[config.mk]
export PLATFORM = sky130hd
export DESIGN_NAME = cc2d_mac
export DESIGN_NICKNAME = d
export VERILOG_FILES = /design/src/design/cc2d_pkg.sv /design/src/design/cc2d_mac.sv
export SDC_FILE = /design/constraint.sdc
export NUM_CORES = 2
export LEC_CHECK = 0
export ABC_AREA = 1
export BUFFER_PORTS_ARGS = -buffer_cell sky130_fd_sc_hd__buf_2
export CAP_MARGIN = 30
export CORE_ASPECT_RATIO = 1.1
export CORE_MARGIN = 2
export CORE_UTILIZATION = 45
export DETAILED_ROUTE_END_ITERATION = 16
export PLACE_DENSITY = 0.58
export SYNTH_ARGS = -nofsm -noshare
export SYNTH_HDL_FRONTEND = slang
export SYNTH_SLANG_ARGS = --single-unit
export TNS_END_PERCENT = 50
[constraint.sdc]
create_clock -name clk_i -period 4.7 [get_ports clk_i]
set_clock_uncertainty 0.1 [all_clocks]
set_input_delay 0.235 -clock clk_i [delete_from_list [all_inputs] [get_ports clk_i]]
set_output_delay 0.235 -clock clk_i [all_outputs]
set_load 0.05 [all_outputs]
[src/design/cc2d_pkg.sv]
// Shared types and constants for the circular 2D convolution unit.
// No dependencies; imported by cc2d_mac, cc2d_seq and the top unit.
`timescale 1ns / 1ps

package cc2d_pkg;

  // Item field widths
  localparam int unsigned IDX_W     = 6;   // row / col field
  localparam int unsigned VAL_W     = 32;  // Q16.16 value
  localparam int unsigned KIND_W    = 2;
  localparam int unsigned CFG_W     = 7;   // config register width
  localparam int unsigned CFG_IDX_W = 2;
  localparam int unsigned IN_DATA_W = 48;  // row, col, value packed, byte padded

  // Datapath widths: exact Q32.32 products, at most 127 x 127 terms summed
  localparam int unsigned PROD_W = 64;
  localparam int unsigned ACC_W  = 80;
  localparam int unsigned RND_W  = ACC_W - 16;

  localparam logic signed [ACC_W-1:0] RND_BIAS = ACC_W'(32'sd32768);
  localparam logic [VAL_W-1:0]        S32_MAX  = 32'h7FFF_FFFF;
  localparam logic [VAL_W-1:0]        S32_MIN  = 32'h8000_0000;

  typedef enum logic [KIND_W-1:0] {
    KIND_KERNEL = 2'd0,
    KIND_GRID   = 2'd1,
    KIND_QUERY  = 2'd2
  } kind_e;

  typedef enum logic [CFG_IDX_W-1:0] {
    REG_GRID_ROWS   = 2'd0,
    REG_GRID_COLS   = 2'd1,
    REG_KERNEL_ROWS = 2'd2,
    REG_KERNEL_COLS = 2'd3
  } cfg_idx_e;

  typedef enum logic [2:0] {
    ST_IDLE,
    ST_WRAP,
    ST_WALK,
    ST_DRAIN,
    ST_ROUND,
    ST_SAT
  } seq_state_e;

  // Sequencer -> datapath
  typedef struct packed {
    logic clr;    // clear accumulator
    logic issue;  // store reads issued this cycle
    logic round;  // round the finished sum
    logic load;   // saturate into the output register
  } mac_ctrl_t;

  // Datapath -> sequencer
  typedef struct packed {
    logic busy;      // reads or products still in flight
    logic out_free;  // output register can take a result
  } mac_stat_t;

endpackage

[src/design/cc2d_mac.sv]
// Shared multiply-accumulate datapath with rounding, saturation and output register.
// Depends on cc2d_pkg.
`timescale 1ns / 1ps

module cc2d_mac (
  input  logic                          clk_i,
  input  logic                          rst_ni,
  input  cc2d_pkg::mac_ctrl_t           ctrl_i,
  output cc2d_pkg::mac_stat_t           stat_o,
  input  logic [cc2d_pkg::VAL_W-1:0]    kernel_i,
  input  logic [cc2d_pkg::VAL_W-1:0]    grid_i,
  output logic                          out_valid_o,
  input  logic                          out_ready_i,
  output logic [cc2d_pkg::VAL_W-1:0]    out_sum_o,
  output logic                          out_sat_o
);
  import cc2d_pkg::*;

  logic                    rd_v_q, prod_v_q;
  logic signed [PROD_W-1:0] prod_q;
  logic signed [ACC_W-1:0]  acc_q, acc_d;
  logic signed [ACC_W-1:0]  acc_rnd;
  logic signed [RND_W-1:0]  rnd_q;
  logic [RND_W-32:0]        rnd_hi;
  logic                     sat;
  logic [VAL_W-1:0]         sum_sat;
  logic                     out_valid_q;

  // read data valid flag registered from issue, product valid flag registered from that
  always_ff @(posedge clk_i or negedge rst_ni) begin
    if (!rst_ni) begin
      rd_v_q   <= 1'b0;
      prod_v_q <= 1'b0;
    end else begin
      rd_v_q   <= ctrl_i.issue;
      prod_v_q <= rd_v_q;
    end
  end

  always_ff @(posedge clk_i) begin
    prod_q <= signed'(kernel_i) * signed'(grid_i);
  end

  always_comb begin
    acc_d = acc_q;
    if (ctrl_i.clr) begin
      acc_d = '0;
    end else if (prod_v_q) begin
      acc_d = acc_q + ACC_W'(prod_q);
    end
  end

  always_ff @(posedge clk_i) begin
    acc_q <= acc_d;
  end

  // half up rounding to Q16.16: add 2^15, floor
  assign acc_rnd = acc_q + RND_BIAS;

  always_ff @(posedge clk_i) begin
    if (ctrl_i.round) begin
      rnd_q <= acc_rnd[ACC_W-1:16];
    end
  end

  // in range only if the top bits are all sign copies
  assign rnd_hi  = rnd_q[RND_W-1:31];
  assign sat     = !((&rnd_hi) || (~|rnd_hi));
  assign sum_sat = sat ? (rnd_q[RND_W-1] ? S32_MIN : S32_MAX) : rnd_q[VAL_W-1:0];

  always_ff @(posedge clk_i or negedge rst_ni) begin
    if (!rst_ni) begin
      out_valid_q <= 1'b0;
    end else if (ctrl_i.load) begin
      out_valid_q <= 1'b1;
    end else if (out_ready_i) begin
      out_valid_q <= 1'b0;
    end
  end

  always_ff @(posedge clk_i) begin
    if (ctrl_i.load) begin
      out_sum_o <= sum_sat;
      out_sat_o <= sat;
    end
  end

  assign out_valid_o     = out_valid_q;
  assign stat_o.busy     = rd_v_q || prod_v_q;
  assign stat_o.out_free = !out_valid_q || out_ready_i;

endmodule

## Yosys cells after proc, flatten, opt, wreduce, memory -nomap -nowiden

Index checks and enable logic that the tools add are counted.

- Mux-type cells: 4
- Multipliers: 1
- Reduce and logical (&&, ||, !) cells: 9
- Add/sub/neg operators: 2

Operator list:

| kind | number |
|---|---|
| 80-bit by 17-bit adder with 80-bit output, second input constant | 1 |
| 80-bit by 64-bit adder with 80-bit output | 1 |
| 32-bit by 32-bit multiplier with 64-bit output | 1 |
| 32-bit 2-to-1 mux | 2 |
| 33-bit AND reduction | 1 |
| 33-bit OR reduction | 1 |
| 1-bit zero test | 3 |
| 1-bit logical OR | 3 |
| 1-bit 2-to-1 mux | 2 |
| 2-bit nonzero test | 1 |

- Output and inout port bits: 36
- Register bits after elaboration: 244

## Depth between registers and ports, before layout

- Depth after elaboration: 4
- Gate-level depth with buffers: 32
- Mapped depth without buffers: 31

## Least setup slack after synthesis

OpenSTA, ideal clock, no wires.

- Kind: in2reg
- From: input kernel_i[31] in the netlist's numbering
- To: register prod_q[63]
- Stages on the path: 26
- Slack: -2600 ps
- Required time: 4488 ps
- Data arrival time: 7088 ps
- Cells stage by stage: clkbuf_1 nand2_1 fa_1 fa_1 inv_1 fa_1 fa_1 inv_1 fa_1 inv_1 fa_1 inv_1 fa_1 inv_1 fa_1 ha_1 a21o_1 a31oi_1 nor2_1 nor2_1 nor2_1 nor2_1 o21ai_0 a21o_1 nand2_1 nand2_1

- Cells in the longest elaborated chain, start to end: 1

RTL lines:

| what | line | source |
|---|---|---|
| start: declaration | cc2d_mac.sv:10 | `input logic [cc2d_pkg::VAL_W-1:0] kernel_i,` |
| 32-bit by 32-bit multiplier with 64-bit output | cc2d_mac.sv:41 | `prod_q <= signed'(kernel_i) * signed'(grid_i);` |
| end signal: assignment | cc2d_mac.sv:41 |  |
| end: declaration | cc2d_mac.sv:20 | `logic signed [PROD_W-1:0] prod_q;` |

No other way between the ends.
A chain may end at the register's enable or synchronous reset.

## Final worst setup path

- From: input kernel_i[31] in the netlist's numbering
- To: register prod_q[51]

The elaborated chain is that of the path after synthesis.

==> qor.yml <==
status: "finished with violations"
failed_checks: "negative setup slack"
netlist_area_mm2: 0.0541
pin_count: 107
vias: 47100
crit_path_end_kind: "register"
area_growth_pct: 24.5
start_util: 0.453
dr_wl_met2_mm: 88.5
ys_seq_area_frac: 0.109
r2r_end: "acc_q[64]"
hp-class: "in2reg"
clk_pin_slew_ns: 0.06
cp_slowest_stage_delay_ns: 0.61
hold_depth: 3
worstSkewPairLatency_ns: 0.59
wl_met1_mm: 73.0
critPathKind: "in2reg"
clockBufferDepth: 3
syn_avg_cell_area_um2: 7.56
vias_per_cell: 5.02
wl_met3_mm: 9.45
grt_pass1_wl_mm: 279
hold_viol_final: 0
stdcell_area_mm2: 0.0673
tightest_slew_ns: 1.18
r2r_slack_ns: 1.03
ant_nets: 0
place_ws_ns: -2.57
final_max_slew_viol_count: 0
grt_max_degree: 65
cp_max_fo: 7
dr.pass1.iters: 7
layout_setup_ws_ns: -1.66
place.gp.congestion: 1.12
routedWlPerCell_um: 19.3
cts_sinks: 244
grt_pass1_vias: 49900
cts_inserted_buffers: 27
post-route-min-period_ns: 6.36
holdPathEnd: "out_valid_o"
maxSlewHeadroom: 0.209
drv_cap: 0
fp.dieW_um: 334
cp_slowest_cell: "fa_2"
setup_violations: 54
grtUsageTotal: 0.295
reg2reg_depth: 17
root_buffer: "clkbuf_16"
fin_util: 0.564
io_buffers: 106
cts_tree: "done"
ys_seq_elements: 244
n_fill_cell: 11000
period_share: 1.35
rsz0062_at_grt: "true"
path_buf_inv: 9
top_layer: "met4"
die_h_um: 368
critPathMostFrequentCell: "fa_1"
drive_above_1_share: 0.192
drt_wl_total_mm: 181
die-area_mm2: 0.123
fmax_mhz: 157
initialDrtViolationCount: 2835
syn_inst: 7150
h-tree-depth: 1
synthArstFlopShare: 0.0123
arrival_ns: 6.73
grt_antenna_before_repair: 2
required_ns: 5.07
path_delay_family: "adder cells"
rr_startpoint: "acc_q[0]"
synth_nets: 8568
ys.warnings.count: 0
synth_top_flop_cell: "dfxtp_1"
synth-edff-count: 97
placed_cell_area_mm2: 0.0618
drc: 0
fin_nets: 9223
hold_start: "ctrl_i[0]"
num_rows: 133
core_area_mm2: 0.119
ys_types: 48
overflow: 0
cp-start-kind: "input pin"
place_hpwl_mm: 152
[worst max-delay path by stage]
stage,from,endpoint,cells after the start
final,kernel_i[31],prod_q[51],25
after global routing,kernel_i[31],prod_q[58],27
after CTS,kernel_i[31],prod_q[51],27
after detailed placement,grid_i[3],prod_q[51],23
after global placement,grid_i[3],prod_q[51],23
after floorplan,kernel_i[31],prod_q[63],26
[routing by layer]
layer / up-vias / track usage
met4: 0 / 0.119
li1: 21900 / -
met3: 425 / 0.0225
met5: - / 0
met2: 1381 / 0.520
met1: 23300 / 0.374
[area by class of cell]
| class | instances | area, um^2 | area share |
|---|---|---|---|
| clock inverters | 20 | 245 | 0.00364 |
| clock buffers | 29 | 683 | 0.0102 |
| diodes | 1 | 2.50 | 0.0000372 |
| flip-flops and latches | 244 | 5870 | 0.0873 |
| repair buffers | 852 | 8250 | 0.123 |
| inverters | 2049 | 7710 | 0.115 |
| well taps | 1552 | 1940 | 0.0289 |
| multi-input cells | 4631 | 42600 | 0.633 |
[cell usage after synthesis, drive strengths merged (4+ instances only)]
| cell | number | area, um^2 |
|---|---|---|
| inv | 2049 | 7690 |
| nand2 | 1866 | 7020 |
| fa | 1083 | 21700 |
| nor2 | 416 | 1610 |
| ha | 264 | 3300 |
| a21oi | 252 | 1260 |
| clkbuf | 222 | 833 |
| o21ai | 186 | 931 |
| nand3 | 149 | 768 |
| dfxtp | 144 | 2880 |
| xor2 | 130 | 1140 |
| edfxtp | 97 | 2910 |
| nand4 | 64 | 419 |
| nor3 | 63 | 332 |
| o21bai | 30 | 225 |
| nor4 | 28 | 181 |
| xnor2 | 25 | 219 |
| a21o | 21 | 158 |
| or2 | 13 | 81.3 |
| a31oi | 9 | 56.3 |
| nand3b | 8 | 60.1 |
| o21a | 5 | 37.5 |
| buf | 4 | 15.0 |
[registers in the layout (all words and copies together) (netlist names)]
name and flops:
rnd_q 64, out_sum_o 32, prod_v_q 1, out_sat_o 1, acc_q 80, rd_v_q 1, prod_q 64, out_valid_o 1
[per-stage QoR]
stage	hold WS [ns]	instances	setup TNS [ns]
detailed placement	-0.0640	9180	-119.29
CTS	0.0979	9310	-70.56
global placement	-0.0684	9178	-117.76
floorplan	-0.161	7150	-73.21
global route	0.163	9377	-80.19
finish	0.112	9378	-71.45
[cell families (layout without fill, tap and decap cells)]
kind of cell,after synthesis,after routing,synth area share
AND/OR/NAND/NOR,2613,2613,0.195
buffers and inverters,2275,2950,0.158
adder cells (fa/ha/maj),1347,1347,0.462
AO/OA/AOI/OAI,516,516,0.0513
flip-flops,244,244,0.109
XOR/XNOR,155,155,0.0251
other,0,1,0
[timing repair]
item,CTS,global route
cloned,8,9
hold buffers,4,0
hold endpoints to repair,5,0
setup buffers,72,61
gates resized for setup,507,350
endpoints found under the setup margin,55,55
pin swaps,238,244
[cells in the final DEF (no fill, tap or decap), drive strengths merged, types with 8 or more instances in the layout]
| master | count |
|---|---|
| ha | 264 |
| nor3 | 63 |
| fa | 1083 |
| inv | 2052 |
| buf | 835 |
| nor2 | 416 |
| a21o | 21 |
| o21ai | 186 |
| o21bai | 30 |
| a21oi | 252 |
| nand4 | 64 |
| nand2 | 1866 |
| nand3 | 149 |
| xor2 | 130 |
| a31oi | 9 |
| dfxtp | 144 |
| or2 | 13 |
| clkbuf | 40 |
| nor4 | 28 |
| xnor2 | 25 |
| edfxtp | 97 |
| nand3b | 8 |
[worst register-to-register path, cell delays in order (launching register included)]
cell,delay (ns)
dfxtp_1,0.33
ha_1,0.30
inv_1,0.09
fa_1,0.49
inv_1,0.26
nand3_1,0.10
nand2_1,0.30
nand3_1,0.12
nand3_1,0.27
nand2_1,0.09
nand2_1,0.21
nand2_1,0.08
nand2_1,0.19
nand2_1,0.19
nand3_1,0.12
nand3_1,0.16
nand2_1,0.12
inv_1,0.04
Power is left out: the tool's default activity adds up to more than one toggle a clock period on the data nets, which glitch-free logic cannot reach.
