--- src/design/cc2d_pkg.sv ---
// Shared types and constants for the circular 2D convolution unit.
// No dependencies; imported by cc2d_mac, cc2d_seq and the top unit.
`timescale 1ns / 1ps

package cc2d_pkg;

  // Item field widths
  localparam int unsigned IDX_W     = 6;   // row / col field
  localparam int unsigned VAL_W     = 32;  // Q16.16 value
  localparam int unsigned KIND_W    = 2;
  localparam int unsigned CFG_W     = 7;   // config register width
  localparam int unsigned CFG_IDX_W = 2;
  localparam int unsigned IN_DATA_W = 48;  // row, col, value packed, byte padded

  // Datapath widths: exact Q32.32 products, at most 127 x 127 terms summed
  localparam int unsigned PROD_W = 64;
  localparam int unsigned ACC_W  = 80;
  localparam int unsigned RND_W  = ACC_W - 16;

  localparam logic signed [ACC_W-1:0] RND_BIAS = ACC_W'(32'sd32768);
  localparam logic [VAL_W-1:0]        S32_MAX  = 32'h7FFF_FFFF;
  localparam logic [VAL_W-1:0]        S32_MIN  = 32'h8000_0000;

  typedef enum logic [KIND_W-1:0] {
    KIND_KERNEL = 2'd0,
    KIND_GRID   = 2'd1,
    KIND_QUERY  = 2'd2
  } kind_e;

  typedef enum logic [CFG_IDX_W-1:0] {
    REG_GRID_ROWS   = 2'd0,
    REG_GRID_COLS   = 2'd1,
    REG_KERNEL_ROWS = 2'd2,
    REG_KERNEL_COLS = 2'd3
  } cfg_idx_e;

  typedef enum logic [2:0] {
    ST_IDLE,
    ST_WRAP,
    ST_WALK,
    ST_DRAIN,
    ST_ROUND,
    ST_SAT
  } seq_state_e;

  // Sequencer -> datapath
  typedef struct packed {
    logic clr;    // clear accumulator
    logic issue;  // store reads issued this cycle
    logic round;  // round the finished sum
    logic load;   // saturate into the output register
  } mac_ctrl_t;

  // Datapath -> sequencer
  typedef struct packed {
    logic busy;      // reads or products still in flight
    logic out_free;  // output register can take a result
  } mac_stat_t;

endpackage

--- src/design/cc2d_seq.sv ---
// Sequencer: takes items, writes the stores, wraps query indices and walks the kernel.
// Depends on cc2d_pkg.
`timescale 1ns / 1ps

module cc2d_seq #(
  parameter int unsigned MAX_ROWS = 64,
  parameter int unsigned MAX_COLS = 64,
  localparam int unsigned RW  = $clog2(MAX_ROWS),
  localparam int unsigned CW  = $clog2(MAX_COLS),
  localparam int unsigned SRW = $clog2(MAX_ROWS + 1),
  localparam int unsigned SCW = $clog2(MAX_COLS + 1)
) (
  input  logic                          clk_i,
  input  logic                          rst_ni,
  input  logic                          in_valid_i,
  output logic                          in_ready_o,
  input  logic [cc2d_pkg::KIND_W-1:0]   kind_i,
  input  logic [cc2d_pkg::IDX_W-1:0]    row_i,
  input  logic [cc2d_pkg::IDX_W-1:0]    col_i,
  input  logic [SRW-1:0]                grid_rows_i,
  input  logic [SCW-1:0]                grid_cols_i,
  input  logic [SRW-1:0]                kernel_rows_i,
  input  logic [SCW-1:0]                kernel_cols_i,
  output logic                          kernel_we_o,
  output logic                          grid_we_o,
  output logic [RW+CW-1:0]              waddr_o,
  output logic [RW+CW-1:0]              kernel_raddr_o,
  output logic [RW+CW-1:0]              grid_raddr_o,
  output cc2d_pkg::mac_ctrl_t           ctrl_o,
  input  cc2d_pkg::mac_stat_t           stat_i
);
  import cc2d_pkg::*;

  localparam int unsigned ERW = (SRW > IDX_W) ? SRW : IDX_W;
  localparam int unsigned ECW = (SCW > IDX_W) ? SCW : IDX_W;

  seq_state_e       state_q, state_d;
  logic [IDX_W-1:0] rm_q, rm_d, cm_q, cm_d;
  logic [RW-1:0]    a_q, a_d, gr_q, gr_d;
  logic [CW-1:0]    b_q, b_d, gc_q, gc_d, gc0_q, gc0_d;

  logic [SRW-1:0] kr;
  logic [SCW-1:0] kc;
  logic           r_big, c_big, a_last, b_last, in_range;
  logic           accept;

  // kernel clipped to the grid
  assign kr = (kernel_rows_i < grid_rows_i) ? kernel_rows_i : grid_rows_i;
  assign kc = (kernel_cols_i < grid_cols_i) ? kernel_cols_i : grid_cols_i;

  assign r_big  = ERW'(rm_q) >= ERW'(grid_rows_i);
  assign c_big  = ECW'(cm_q) >= ECW'(grid_cols_i);
  assign a_last = SRW'(a_q) == (kr - SRW'(1));
  assign b_last = SCW'(b_q) == (kc - SCW'(1));

  assign in_range = (int'(row_i) < MAX_ROWS) && (int'(col_i) < MAX_COLS);
  assign accept   = in_valid_i && in_ready_o;

  assign waddr_o        = {RW'(row_i), CW'(col_i)};
  assign kernel_raddr_o = {a_q, b_q};
  assign grid_raddr_o   = {gr_q, gc_q};

  always_ff @(posedge clk_i or negedge rst_ni) begin
    if (!rst_ni) begin
      state_q <= ST_IDLE;
    end else begin
      state_q <= state_d;
    end
  end

  always_ff @(posedge clk_i) begin
    rm_q  <= rm_d;
    cm_q  <= cm_d;
    a_q   <= a_d;
    b_q   <= b_d;
    gr_q  <= gr_d;
    gc_q  <= gc_d;
    gc0_q <= gc0_d;
  end

  always_comb begin
    state_d     = state_q;
    rm_d        = rm_q;
    cm_d        = cm_q;
    a_d         = a_q;
    b_d         = b_q;
    gr_d        = gr_q;
    gc_d        = gc_q;
    gc0_d       = gc0_q;
    in_ready_o  = 1'b0;
    kernel_we_o = 1'b0;
    grid_we_o   = 1'b0;
    ctrl_o      = '0;

    unique case (state_q)
      ST_IDLE: begin
        in_ready_o = 1'b1;
        if (accept) begin
          unique case (kind_i)
            KIND_KERNEL: kernel_we_o = in_range;
            KIND_GRID:   grid_we_o   = in_range;
            KIND_QUERY: begin
              rm_d       = row_i;
              cm_d       = col_i;
              ctrl_o.clr = 1'b1;
              state_d    = ST_WRAP;
            end
            default: ;
          endcase
        end
      end

      // reduce row and col modulo the grid size, one subtraction a cycle
      ST_WRAP: begin
        if (r_big) begin
          rm_d = rm_q - IDX_W'(grid_rows_i);
        end
        if (c_big) begin
          cm_d = cm_q - IDX_W'(grid_cols_i);
        end
        if (!r_big && !c_big) begin
          a_d     = '0;
          b_d     = '0;
          gr_d    = (rm_q == '0) ? RW'(grid_rows_i - SRW'(1)) : RW'(rm_q - IDX_W'(1));
          gc_d    = (cm_q == '0) ? CW'(grid_cols_i - SCW'(1)) : CW'(cm_q - IDX_W'(1));
          gc0_d   = gc_d;
          state_d = ST_WALK;
        end
      end

      // one kernel weight and one grid cell read per cycle
      ST_WALK: begin
        ctrl_o.issue = 1'b1;
        if (b_last) begin
          b_d  = '0;
          gc_d = gc0_q;
          a_d  = a_q + RW'(1);
          gr_d = (gr_q == '0) ? RW'(grid_rows_i - SRW'(1)) : gr_q - RW'(1);
          if (a_last) begin
            state_d = ST_DRAIN;
          end
        end else begin
          b_d  = b_q + CW'(1);
          gc_d = (gc_q == '0) ? CW'(grid_cols_i - SCW'(1)) : gc_q - CW'(1);
        end
      end

      ST_DRAIN: begin
        if (!stat_i.busy) begin
          state_d = ST_ROUND;
        end
      end

      ST_ROUND: begin
        ctrl_o.round = 1'b1;
        state_d      = ST_SAT;
      end

      ST_SAT: begin
        if (stat_i.out_free) begin
          ctrl_o.load = 1'b1;
          state_d     = ST_IDLE;
        end
      end

      default: state_d = ST_IDLE;
    endcase
  end

endmodule

--- config.mk ---
export PLATFORM = sky130hd
export DESIGN_NAME = cc2d_seq
export DESIGN_NICKNAME = d
export VERILOG_FILES = /design/src/design/cc2d_pkg.sv /design/src/design/cc2d_seq.sv
export SDC_FILE = /design/constraint.sdc
export NUM_CORES = 1
export LEC_CHECK = 0
export BUFFER_PORTS_ARGS = -buffer_cell sky130_fd_sc_hd__buf_2
export CORE_MARGIN = 2
export CORE_UTILIZATION = 28
export DETAILED_ROUTE_END_ITERATION = 16
export GPL_TIMING_DRIVEN = 0
export PLACE_DENSITY = 0.44
export SLEW_MARGIN = 10
export SYNTH_ARGS = -nofsm -noshare
export SYNTH_HDL_FRONTEND = slang
export SYNTH_SLANG_ARGS = --single-unit
--- constraint.sdc ---
create_clock -name clk_i -period 3.94 [get_ports clk_i]
set_input_delay 0.197 -clock clk_i [delete_from_list [all_inputs] [get_ports clk_i]]
set_output_delay 0.197 -clock clk_i [all_outputs]
set_load 0.005 [all_outputs]
### After elaboration in Yosys (flattened, before gate mapping)

Index checks and enable logic that the tools add are counted.

* register bits: 45
* word-level logic and storage cells: 107
* output and inout port bits: 43
* input bits: 47

* eq/ne operators: 18
* multiplexer cells: 47
* $lt $le $gt $ge: 4
* reduce and logical (&&, ||, !) cells: 18
* add/sub/neg operators: 12

Operator list (number)
* $mux W6: 17
* $pmux W6 S2: 6
* $sub A6 B1 Y6 const B: 6
* $logic_not A6 Y1: 4
* $mux W3: 7
* $pmux W3 S6: 1
* $ne A2 B2 Y1 const B: 8
* $eq A6 B7 Y1: 2
* $ge A6 B7 Y1: 2
* $lt A7 B7 Y1: 2
* $mux W1: 14
* $mux W7: 2
* $sub A7 B1 Y7 const B: 2
* $add A6 B1 Y6 const B: 2
* $sub A6 B6 Y6: 2
* $reduce_and A4 Y1: 2
* $reduce_and A7 Y1: 1
* $eq A3 B2 Y1 const B: 2
* $eq A3 B3 Y1 const B: 2
* $reduce_and A2 Y1: 2
* $reduce_bool A2 Y1: 2
* $eq A3 B1 Y1 const B: 1
* $logic_not A3 Y1: 1
* $reduce_and A3 Y1: 1
* 6 further kinds: 8

### Logic depth before layout (Yosys ltp)

Gate-level depths: netlist of the first run.

* depth in word-level cells: 7
* mapped depth: 19
* gate-level depth less buffers: 16

### Worst setup path after synthesis of the first run

OpenSTA, ideal clock, no wires.

* path type: input to register
* start point: input port grid_cols_i[2]
* end point: register a_q[0] (enable)
* data arrival time: 3.232 ns
* slack: 0.354 ns
* buffers on the path: 3
* library setup time: 0.354 ns
* required time: 3.586 ns
* stages on the path: 18
* cell sequence: inv_1 -> ha_1 -> a21oi_2 -> o21ai_4 -> a21oi_4 -> buf_6 -> a21oi_1 -> ha_1 -> buf_1 -> nand2b_1 -> nor3_1 -> a31oi_1 -> mux2_2 -> a2bb2oi_2 -> and2_4 -> buf_6 -> nor3_4 -> a22o_1

* cells in the longest elaborated chain, start to end: 6
* elaborated cells between the ends (all ways): 10
* those cells by class: add/sub: 1; order compare: 2; eq/ne: 3; mux: 1; reduce/logical: 3

Ends and longest elaborated chain
* start: declaration: line cc2d_seq.sv:21 `input logic [SCW-1:0] grid_cols_i,`
* $lt A7 B7 Y1: line cc2d_seq.sv:49 `assign kc = (kernel_cols_i < grid_cols_i) ? kernel_cols_i : grid_cols_i;`
* $mux W7: line cc2d_seq.sv:49
* $sub A7 B1 Y7: line cc2d_seq.sv:54 `assign b_last = SCW'(b_q) == (kc - SCW'(1));`
* $eq A6 B7 Y1: line cc2d_seq.sv:54
* $ne A2 B2 Y1 (no line)
* $reduce_and A3 Y1 (no line) (*)
* end signal: assignment: line cc2d_seq.sv:74 `a_q <= a_d;`
* end: declaration: line cc2d_seq.sv:39 `logic [RW-1:0] a_q, a_d, gr_q, gr_d;`

Every way passes the cells marked *; elsewhere a longest branch is shown, timed or not.
A chain may end at the register's enable or synchronous reset.

### Final worst setup path of the first run

* start point: input port grid_cols_i[2]
* end point: register gr_q[2] (enable)

* cells in the longest elaborated chain, start to end: 6
* elaborated cells between the ends (all ways): 10
* those cells by class: add/sub: 1; order compare: 2; eq/ne: 3; mux: 1; reduce/logical: 3

Ends and longest elaborated chain
* $lt A7 B7 Y1: line cc2d_seq.sv:49
* $mux W7: line cc2d_seq.sv:49
* $sub A7 B1 Y7: line cc2d_seq.sv:54
* $eq A6 B7 Y1: line cc2d_seq.sv:54
* $ne A2 B2 Y1 (no line)
* $reduce_and A3 Y1 (no line) (*)
* end signal: assignment: line cc2d_seq.sv:76 `gr_q <= gr_d;`
* end: declaration: line cc2d_seq.sv:39

Marks and branches as above.

==> results.txt, run 1 <==
clock sinks: 45
syn nets: 594
final WL: 12.7 mm
hold wc startpoint: row_i[1]
DRT iter0 DRCs: 229
setup repair after global routing missed its margin: false
status: finished clean
dominant synthesized flop cell: edfxtp_1
Worst Setup SP: grid_cols_i[2]
final non-filler cell area: 5440 sq um
Area Overhead vs Synth: 21.0%
Critical Setup Path Class: in2reg
count of cell types in the netlist: 72
Crit Reg-Reg Endpoint: b_q[2]
Port-buffer cells: 89
reg2reg setup slack: 1.01 ns
largest net degree at the start of global routing: 16
core area: 15800 sq um
CTS root buf: clkbuf_16
Reg2Reg Depth: 9
pre-CTS WS: -0.502 ns
Worst Hold End: rm_q[1]
via count: 3974
die width: 131 microns
synthesis-stage register bit count: 45
Avg Cell Area, Syn: 8.86 sq um
worst r2r src: cm_q[1]
Max-Cap Viols: 0
Req. time, crit path: 3.93 ns
antenna cells: 0
Post-DP Area: 5210 sq um
die area: 17100 sq um
antenna-violating nets left: 0
via/cell ratio: 4.83
gr usage total: 15.4%
post-synth top area share: 28.1%
CTS tree: built
Initial Utilization: 28.5%
grt ovf: 0
Layout Cells excl Fill: 823
Hold Path Stages: 3
Placed Cells: 812
DP HPWL: 10.5 mm
Leak: 2.34 nW
headroom to the max-slew limit: 60.0%
# DRC: 0
H-Tree Level Count: 2
Final WS setup: 0.237 ns
most frequent cells after synthesis: 47 x nand2_1, 45 x nor2_1, 42 x edfxtp_1
cell area after synthesis: 4490 sq um
die outline height: 131 microns
crit path max fanout: 12
first-pass detailed-route iteration total: 4
slew of the pin with the lowest slew margin: 0.595 ns
min-delay worst type: in2reg
ys async rst share: 6.67%
first-pass GRT wire length: 20.6 mm
synth warn: 0
Wirelength per Cell: 15.5 microns
# IOs: 90
Cells after Synth: 507
Final period util: 94.0%
cell taking the most area after synthesis: edfxtp_1
minimum clock period: 3.70 ns
WHS: 0.191 ns
Clk Latency, worst-skew pair: 0.30 ns
# rows: 46
count leader, synth: nand2_1
Final Hold Vio Count: 0
Worst EP arrival: 3.69 ns
fmax: 0.270 GHz
layout cells sized above 1: 23.6%
Worst VDD drop: 0.210 mV
Post-synth EDFFs: 42
Post-Route Skew: 0.0117 ns
vias in the first global route: 3886
sequential area share after synthesis: 29.7%
nets@finish: 693
CP endpoint kind: register
largest cells by area after synthesis: edfxtp_1 28%, ha_1 11%, xnor2_1 6.0%
# setup viols final: 0
type of origin of the critical path: input port
maximum root-to-sink buffer count: 2
CTS clk-pin slew, worst paths: 0.07 ns
Final GP Congestion: 0.889
CTS buffer count: 5
Power per Cell Area: 559 nW/um^2
Finished Core Util: 34.5%
initial antenna violation count: 0
max-slew violations: 0
## logic make-up (layout without fill, tap and decap cells)
group	Yosys count	count (layout)	share of synthesized area, %
buffers and inverters	62	162	6.60
AOI/OAI and AO/OA	120	120	18.3
DFF	45	45	29.7
adders and majority gates	40	40	11.5
and+or+nand+nor	170	170	18.9
muxes	16	16	4.01
xor gates and xnor gates	54	54	11.0
## flip-flops by register name (all words and copies together) (netlist names)
name	cells
a_q	6
b_q	6
cm_q	6
gc0_q	6
gc_q	6
gr_q	6
rm_q	6
state_q	3
## report_power, final
group	internal (W)	leakage, nW	switching (W)	total [W]
registers	0.000781	0.430	0.000168	0.000950
logic	0.000634	1.82	0.000893	0.00153
clock network	0.000366	0.0944	0.000194	0.000560
## routing by layer
layer / track usage, % / wire length, microns / share of wire (%) / vias to the layer above
met2: 23.4 / 5510 / 43 / 91
met3: 2.04 / 441 / 3.5 / 6
met4: 2.88 / 97 / 0.76 / 0
met1: 23.3 / 6680 / 52 / 1850
met5: 0 / 0 / 0 / -
li1: - / - / - / 2027
## how the worst max path moves through the flow
| stage | to | slack (ns) | cells after the start |
|---|---|---|---|
| floorplan | a_q[0] | 0.35 | 18 |
| global placement | a_q[4] | -0.49 | 19 |
| detailed placement | a_q[3] | -0.50 | 19 |
| CTS | gr_q[2] | 0.10 | 19 |
| global route | gr_q[3] | 0.05 | 19 |
| finish | gr_q[2] | 0.24 | 19 |
## layout make-up
type / instances / area, sq um
Clock buffer: 5 / 125
Inverter: 34 / 128
Clock inverter: 3 / 68.8
Fill cell: 1671 / 10300
Multi-Input combinational cell: 400 / 2870
Buffer: 28 / 169
Timing Repair Buffer: 92 / 470
Tap cell: 216 / 270
Sequential cell: 45 / 1340
## cells in the final DEF (no fill, tap or decap), types with 7 or more instances in the layout
cell	n
buf_2	91
nand2_1	47
nor2_1	45
edfxtp_1	42
ha_1	38
o21ai_0	35
inv_1	34
xnor2_1	31
a21oi_1	21
nor3_1	21
xor2_1	20
buf_4	14
a31oi_1	13
clkbuf_1	9
nand3_1	9
mux2i_1	9
and3_1	8
nor2b_1	7
o31ai_1	7
nand4_1	7
## critical path, cell delays in order
cell,delay [ns]
buf_2,0.18
inv_1,0.10
ha_1,0.34
a21oi_2,0.20
o21ai_4,0.11
a21oi_4,0.19
buf_6,0.19
a21oi_1,0.08
ha_1,0.19
buf_1,0.19
nand2b_1,0.21
nor3_1,0.13
a31oi_1,0.06
mux2_2,0.30
a2bb2oi_2,0.16
and2_4,0.17
buf_6,0.12
nor3_4,0.28
a22o_4,0.30
## timing repair
item                                    4_1_cts  5_1_grt
buffers inserted                              0        2
pin swaps                                     0        1
endpoints found under the setup margin       12       12
hold buffers                                  1        0
gates resized for setup                       2        0
endpoints found under the hold margin         3        0
## stage by stage
step                      total power [W]  TNS [ns]
after global routing              0.00331         0
final                             0.00304         0
after CTS                         0.00307         0
after floorplan                   0.00198         0
after global placement            0.00247     -5.91
after detailed placement          0.00249     -6.02
No activity file was read; power rests on OpenSTA's default activity.
==> inputs of run 2 (changes only) <==
--- a/config.mk
+++ b/config.mk
@@ -7,10 +7,10 @@
 export LEC_CHECK = 0
 export BUFFER_PORTS_ARGS = -buffer_cell sky130_fd_sc_hd__buf_2
 export CORE_MARGIN = 2
-export CORE_UTILIZATION = 28
+export CORE_UTILIZATION = 40
 export DETAILED_ROUTE_END_ITERATION = 16
 export GPL_TIMING_DRIVEN = 0
-export PLACE_DENSITY = 0.44
+export PLACE_DENSITY = 0.59
 export SLEW_MARGIN = 10
 export SYNTH_ARGS = -nofsm -noshare
 export SYNTH_HDL_FRONTEND = slang
==> results.txt, run 2 (synthesis gave the netlist of run 1 again) <==
grt ovf: 0 (unchanged)
Final period util: 93.8% (was 94.0%)
first-pass detailed-route iteration total: 4 (unchanged)
antenna cells: 0 (unchanged)
core area: 10900 sq um (was 15800 sq um)
total negative slack: 0 ns (unchanged)
# rows: 38 (was 46)
CTS buffer count: 5 (unchanged)
slew of the pin with the lowest slew margin: 0.523 ns (was 0.595 ns)
# IOs: 90 (unchanged)
maximum root-to-sink buffer count: 2 (unchanged)
Clk Latency, worst-skew pair: 0.30 ns (about the same)
Worst EP arrival: 3.69 ns (about the same)
DRT iter0 DRCs: 300 (was 229)
die area: 12100 sq um (was 17100 sq um)
setup repair after global routing missed its margin: false (unchanged)
minimum clock period: 3.70 ns (about the same)
CTS clk-pin slew, worst paths: 0.09 ns (was 0.07 ns)
vias in the first global route: 3714 (was 3886)
worst r2r src: rm_q[2] (was cm_q[1])
Worst VDD drop: 0.295 mV (was 0.210 mV)
Req. time, crit path: 3.94 ns (was 3.93 ns)
# DRC: 0 (unchanged)
Final GP Congestion: 0.905 (was 0.889)
type of origin of the critical path: input port (unchanged)
CTS root buf: clkbuf_8 (was clkbuf_16)
Initial Utilization: 41.3% (was 28.5%)
Worst Setup SP: grid_cols_i[2] (unchanged)
first-pass GRT wire length: 18.5 mm (was 20.6 mm)
H-Tree Level Count: 2 (unchanged)
Final WS setup: 0.243 ns (was 0.237 ns)
die width: 110 microns (was 131 microns)
most common cell after layout, fill and taps aside: buf_2 (unchanged)
via count: 4013 (was 3974)
antenna-violating nets left: 0 (unchanged)
Power per Cell Area: 534 nW/um^2 (was 559 nW/um^2)
Critical Setup Path Class: in2reg (unchanged)
DP HPWL: 9.40 mm (was 10.5 mm)
pre-CTS WS: -0.453 ns (was -0.502 ns)
Wirelength per Cell: 15.3 microns (was 15.5 microns)
nets@finish: 693 (unchanged)
Port-buffer cells: 89 (unchanged)
Final Hold Vio Count: 0 (unchanged)
clock sinks: 45 (unchanged)
CTS tree: built (unchanged)
# setup viols final: 0 (unchanged)
die outline height: 110 microns (was 131 microns)
headroom to the max-slew limit: 64.8% (was 60.0%)
hold wc startpoint: col_i[5] (was row_i[1])
max-slew violations: 0 (unchanged)
Post-Route Skew: 0.0114 ns (was 0.0117 ns)
WHS: 0.187 ns (was 0.191 ns)
status: finished clean (unchanged)
fmax: 0.270 GHz (about the same)
largest net degree at the start of global routing: 14 (was 16)
Max-Cap Viols: 0 (unchanged)
PnR Total Power: 0.00280 W (was 0.00304 W)
crit path max fanout: 12 (unchanged)
initial antenna violation count: 0 (unchanged)
commonest non-fill, non-tap cells in the layout: 91 x buf_2, 47 x nand2_1, 45 x nor2_1 (unchanged)
min-delay worst type: in2reg (unchanged)
gr usage total: 19.4% (was 15.4%)
via/cell ratio: 5.38 (was 4.83)
CP endpoint kind: register (unchanged)
Area Overhead vs Synth: 16.9% (was 21.0%)
fill count: 1051 (was 1671)
final WL: 11.4 mm (was 12.7 mm)
Leak: 2.30 nW (was 2.34 nW)
layout cells sized above 1: 23.4% (was 23.6%)
-- run 2: worst paths after layout --
| kind | to | slack [ns] | cells after the start |
|---|---|---|---|
| hold reg to reg | state_q[1] | 0.57 | 1 |
| min in group asynchronous | state_q[1] | 0.23 | 2 |
| setup / recovery | a_q[1] | 0.24 | 19 |
| max in group asynchronous | state_q[0] | 3.58 | 2 |
| hold / removal | cm_q[5] | 0.19 | 3 |
| setup reg to reg | gc_q[4] | 0.96 | 8 |
-- run 2: metal layers --
layer / wire, microns / share of wire [%] / GRT usage, %
met2: 4920 / 43 / 29.1
met5: 0 / 0 / 0
met4: 74 / 0.65 / 3.71
met1: 5840 / 51 / 29.9
met3: 603 / 5.3 / 2.23
-- run 2: cell type report --
class	instances	area [sq um]	area share, %
Buffer	28	169	3.22
Clock buffer	5	68.8	1.31
Clock inverter	2	35.0	0.667
Inverter	34	128	2.43
Multi-Input combinational cell	400	2870	54.6
Sequential cell	45	1340	25.4
Tap cell	140	175	3.33
Timing Repair Buffer	92	470	8.96
-- run 2: where the power goes --
part           total [W]  leakage [nW]  internal, W  switching [W]
clock           0.000346        0.0540     0.000185       0.000162
sequential      0.000949         0.430     0.000780       0.000168
combinational    0.00151          1.82     0.000632       0.000876
-- run 2: metrics by stage --
stage | cells | util, % | area, sq um
6_report | 746 | 48.2 | 5250
5_1_grt | 746 | 48.2 | 5250
4_1_cts | 744 | 48.0 | 5230
3_5_place_dp | 736 | 47.0 | 5110
3_3_place_gp | 736 | 47.0 | 5110
2_1_floorplan | 507 | - | 4490
-- run 2: worst max-delay path: stages --
cell       delay [ns]
buf_2            0.17
inv_1            0.11
ha_1             0.33
a21oi_2          0.19
o21ai_4          0.11
a21oi_4          0.19
buf_6            0.18
a21oi_1          0.08
ha_1             0.19
buf_1            0.20
nand2b_1         0.21
nor3_1           0.15
a31oi_1          0.07
mux2_2           0.29
a2bb2oi_2        0.17
and2_4           0.18
buf_6            0.12
nor3_4           0.27
a22o_4           0.28
-- run 2: what timing repair did --
| item | 4_1_cts | 5_1_grt |
|---|---|---|
| endpoints found under the hold margin | 3 | 0 |
| endpoints found under the setup margin | 12 | 12 |
| gates resized for setup | 1 | 1 |
| hold buffers | 1 | 0 |
| pin swaps | 0 | 1 |
| setup buffers | 0 | 2 |
==> inputs of run 3 (changes only) <==
--- a/config.mk
+++ b/config.mk
@@ -6,6 +6,7 @@
 export NUM_CORES = 1
 export LEC_CHECK = 0
 export BUFFER_PORTS_ARGS = -buffer_cell sky130_fd_sc_hd__buf_2
+export CORE_ASPECT_RATIO = 1.5
 export CORE_MARGIN = 2
 export CORE_UTILIZATION = 40
 export DETAILED_ROUTE_END_ITERATION = 16
==> results.txt, run 3 (synthesis gave the netlist of run 1 again) <==
status: finished clean (unchanged)
type of origin of the critical path: input port (unchanged)
Leak: 2.32 nW (was 2.30 nW)
initial antenna violation count: 0 (unchanged)
# IOs: 90 (unchanged)
Power per Cell Area: 549 nW/um^2 (was 534 nW/um^2)
worst r2r src: cm_q[2] (was rm_q[2])
crit path max fanout: 12 (unchanged)
headroom to the max-slew limit: 62.1% (was 64.8%)
Max-Cap Viols: 0 (unchanged)
Clk Latency, worst-skew pair: 0.29 ns (was 0.30 ns)
largest net degree at the start of global routing: 15 (was 14)
# DRC: 0 (unchanged)
minimum clock period: 3.77 ns (was 3.70 ns)
first-pass GRT wire length: 19.6 mm (was 18.5 mm)
CTS tree: built (unchanged)
nets@finish: 693 (unchanged)
Final WS setup: 0.167 ns (was 0.243 ns)
Critical Setup Path Class: in2reg (unchanged)
H-Tree Level Count: 2 (unchanged)
# rows: 47 (was 38)
Worst EP arrival: 3.76 ns (was 3.69 ns)
setup repair after global routing missed its margin: false (unchanged)
DP HPWL: 10.3 mm (was 9.40 mm)
Slowest-stage cell, CP: nor3_4 (was ha_1)
CTS buffer count: 5 (unchanged)
antenna-violating nets left: 0 (unchanged)
antenna cells: 0 (unchanged)
core area: 11000 sq um (was 10900 sq um)
final WL: 12.4 mm (was 11.4 mm)
die outline height: 134 microns (was 110 microns)
CP top delay family: compound AO/OA/AOI/OAI gates (unchanged)
WHS: 0.198 ns (was 0.187 ns)
max-slew violations: 0 (unchanged)
CP Buf/Inv Count: 5 (unchanged)
layer with the highest usage: met2 (was met1)
CP endpoint kind: register (unchanged)
Post-Route Skew: 0.00491 ns (was 0.0114 ns)
layout cells sized above 1: 23.4% (about the same)
met1 usage: 21.7% (was 29.9%)
Final Hold Vio Count: 0 (unchanged)
commonest non-fill, non-tap cells in the layout: 91 x buf_2, 47 x nand2_1, 45 x nor2_1 (unchanged)
crit-path cells: buf_2 -> inv_1 -> ha_1 -> a21oi_2 -> o21ai_4 -> a21oi_4 -> buf_6 -> a21oi_1 -> ha_1 -> buf_1 -> nand2b_1 -> nor3_1 -> a31oi_1 -> mux2_2 -> a2bb2oi_2 -> and2_4 -> buf_6 -> nor3_4 -> a22o_4 (unchanged)
pre-CTS WS: -0.520 ns (was -0.453 ns)
CTS clk-pin slew, worst paths: 0.06 ns (was 0.09 ns)
die area: 12100 sq um (about the same)
# setup viols final: 0 (unchanged)
Port-buffer cells: 89 (unchanged)
via count: 4072 (was 4013)
gr usage total: 20.3% (was 19.4%)
DRT iter0 DRCs: 189 (was 300)
grt ovf: 0 (unchanged)
Final GP Congestion: 0.866 (was 0.905)
clock sinks: 45 (unchanged)
vias in the first global route: 3988 (was 3714)
Worst VDD drop: 0.236 mV (was 0.295 mV)
Area Overhead vs Synth: 18.1% (was 16.9%)
die width: 90.5 microns (was 110 microns)
Req. time, crit path: 3.93 ns (was 3.94 ns)
maximum root-to-sink buffer count: 2 (unchanged)
slew of the pin with the lowest slew margin: 0.564 ns (was 0.523 ns)
min-delay worst type: in2reg (unchanged)
Final period util: 95.8% (was 93.8%)
CP max stage delay: 0.33 ns (about the same)
Wirelength per Cell: 16.4 microns (was 15.3 microns)
Worst Setup SP: grid_cols_i[2] (unchanged)
Initial Utilization: 40.9% (was 41.3%)
most common cell after layout, fill and taps aside: buf_2 (unchanged)
Finished Core Util: 48.3% (was 48.2%)
fmax: 0.265 GHz (was 0.270 GHz)
grt met3 use: 2.53% (was 2.23%)
total negative slack: 0 ns (unchanged)
GR Util met2: 39.8% (was 29.1%)
first-pass detailed-route iteration total: 4 (unchanged)
via/cell ratio: 5.40 (was 5.38)
CTS root buf: clkbuf_16 (was clkbuf_8)
hold wc startpoint: row_i[3] (was col_i[5])
run 3: cell count changes in the layout (fill, tap and decap cells not counted), sizes merged:
cell | previous run | this run
clkinvlp | 0 | 1
clkinv | 1 | 0
bufinv | 1 | 0
clkbuf | 15 | 17
run 3: worst register-to-register path, cell delays in order (launching register included):
cell      delay, ns
edfxtp_1       0.47
ha_1           0.39
o21ai_0        0.13
a21boi_0       0.31
o21ai_0        0.15
a311oi_1       0.55
nor2_1         0.20
nand2_1        0.16
nand2_1        0.34
run 3: final cells by class:
| cell class | instances | area, sq um |
|---|---|---|
| clock inverter | 1 | 7.51 |
| inverter | 34 | 128 |
| sequential | 45 | 1340 |
| timing repair buffer | 92 | 470 |
| tap | 147 | 184 |
| fill | 1081 | 5690 |
| buffer | 28 | 169 |
| multi-input combinational | 400 | 2870 |
| clock buffer | 7 | 143 |
run 3: where the power goes:
group	total [W]	switching (W)	leakage, nW	internal (W)
Clock	0.000429	0.000176	0.0701	0.000253
Combinational	0.00153	0.000901	1.82	0.000632
Sequential	0.000953	0.000171	0.430	0.000782
Total	0.00292	0.00125	2.32	0.00167
run 3: metrics by stage:
stage | instances | area (sq um) | total power, W
2_1_floorplan | 507 | 4490 | 0.00198
3_3_place_gp | 743 | 5120 | 0.00244
3_5_place_dp | 743 | 5120 | 0.00248
4_1_cts | 752 | 5290 | 0.00293
5_1_grt | 754 | 5310 | 0.00315
6_report | 754 | 5310 | 0.00292
run 3: timing repair:
action | 4_1_cts | 5_1_grt
endpoints found under the hold margin | 3 | 0
setup buffers | 0 | 2
hold buffers | 1 | 0
pin swaps | 0 | 1
resized for setup | 2 | 0
setup endpoints to repair | 12 | 12
run 3: path summary, 6_finish.rpt:
| check | end | slack [ns] | depth (start not counted) |
|---|---|---|---|
| max in group asynchronous | state_q[1] | 3.60 | 2 |
| min in group asynchronous | state_q[2] | 0.23 | 2 |
| setup reg to reg | gc_q[2] | 0.85 | 8 |
| setup / recovery | gr_q[2] | 0.17 | 19 |
| hold reg to reg | state_q[1] | 0.59 | 1 |
| hold / removal | rm_q[3] | 0.20 | 3 |
run 3: metal layers:
metal	share of wire (%)	up-vias
met3	3.3	20
met1	38	1917
met4	2.6	0
met2	56	99
li1	-	2036
met5	0	-
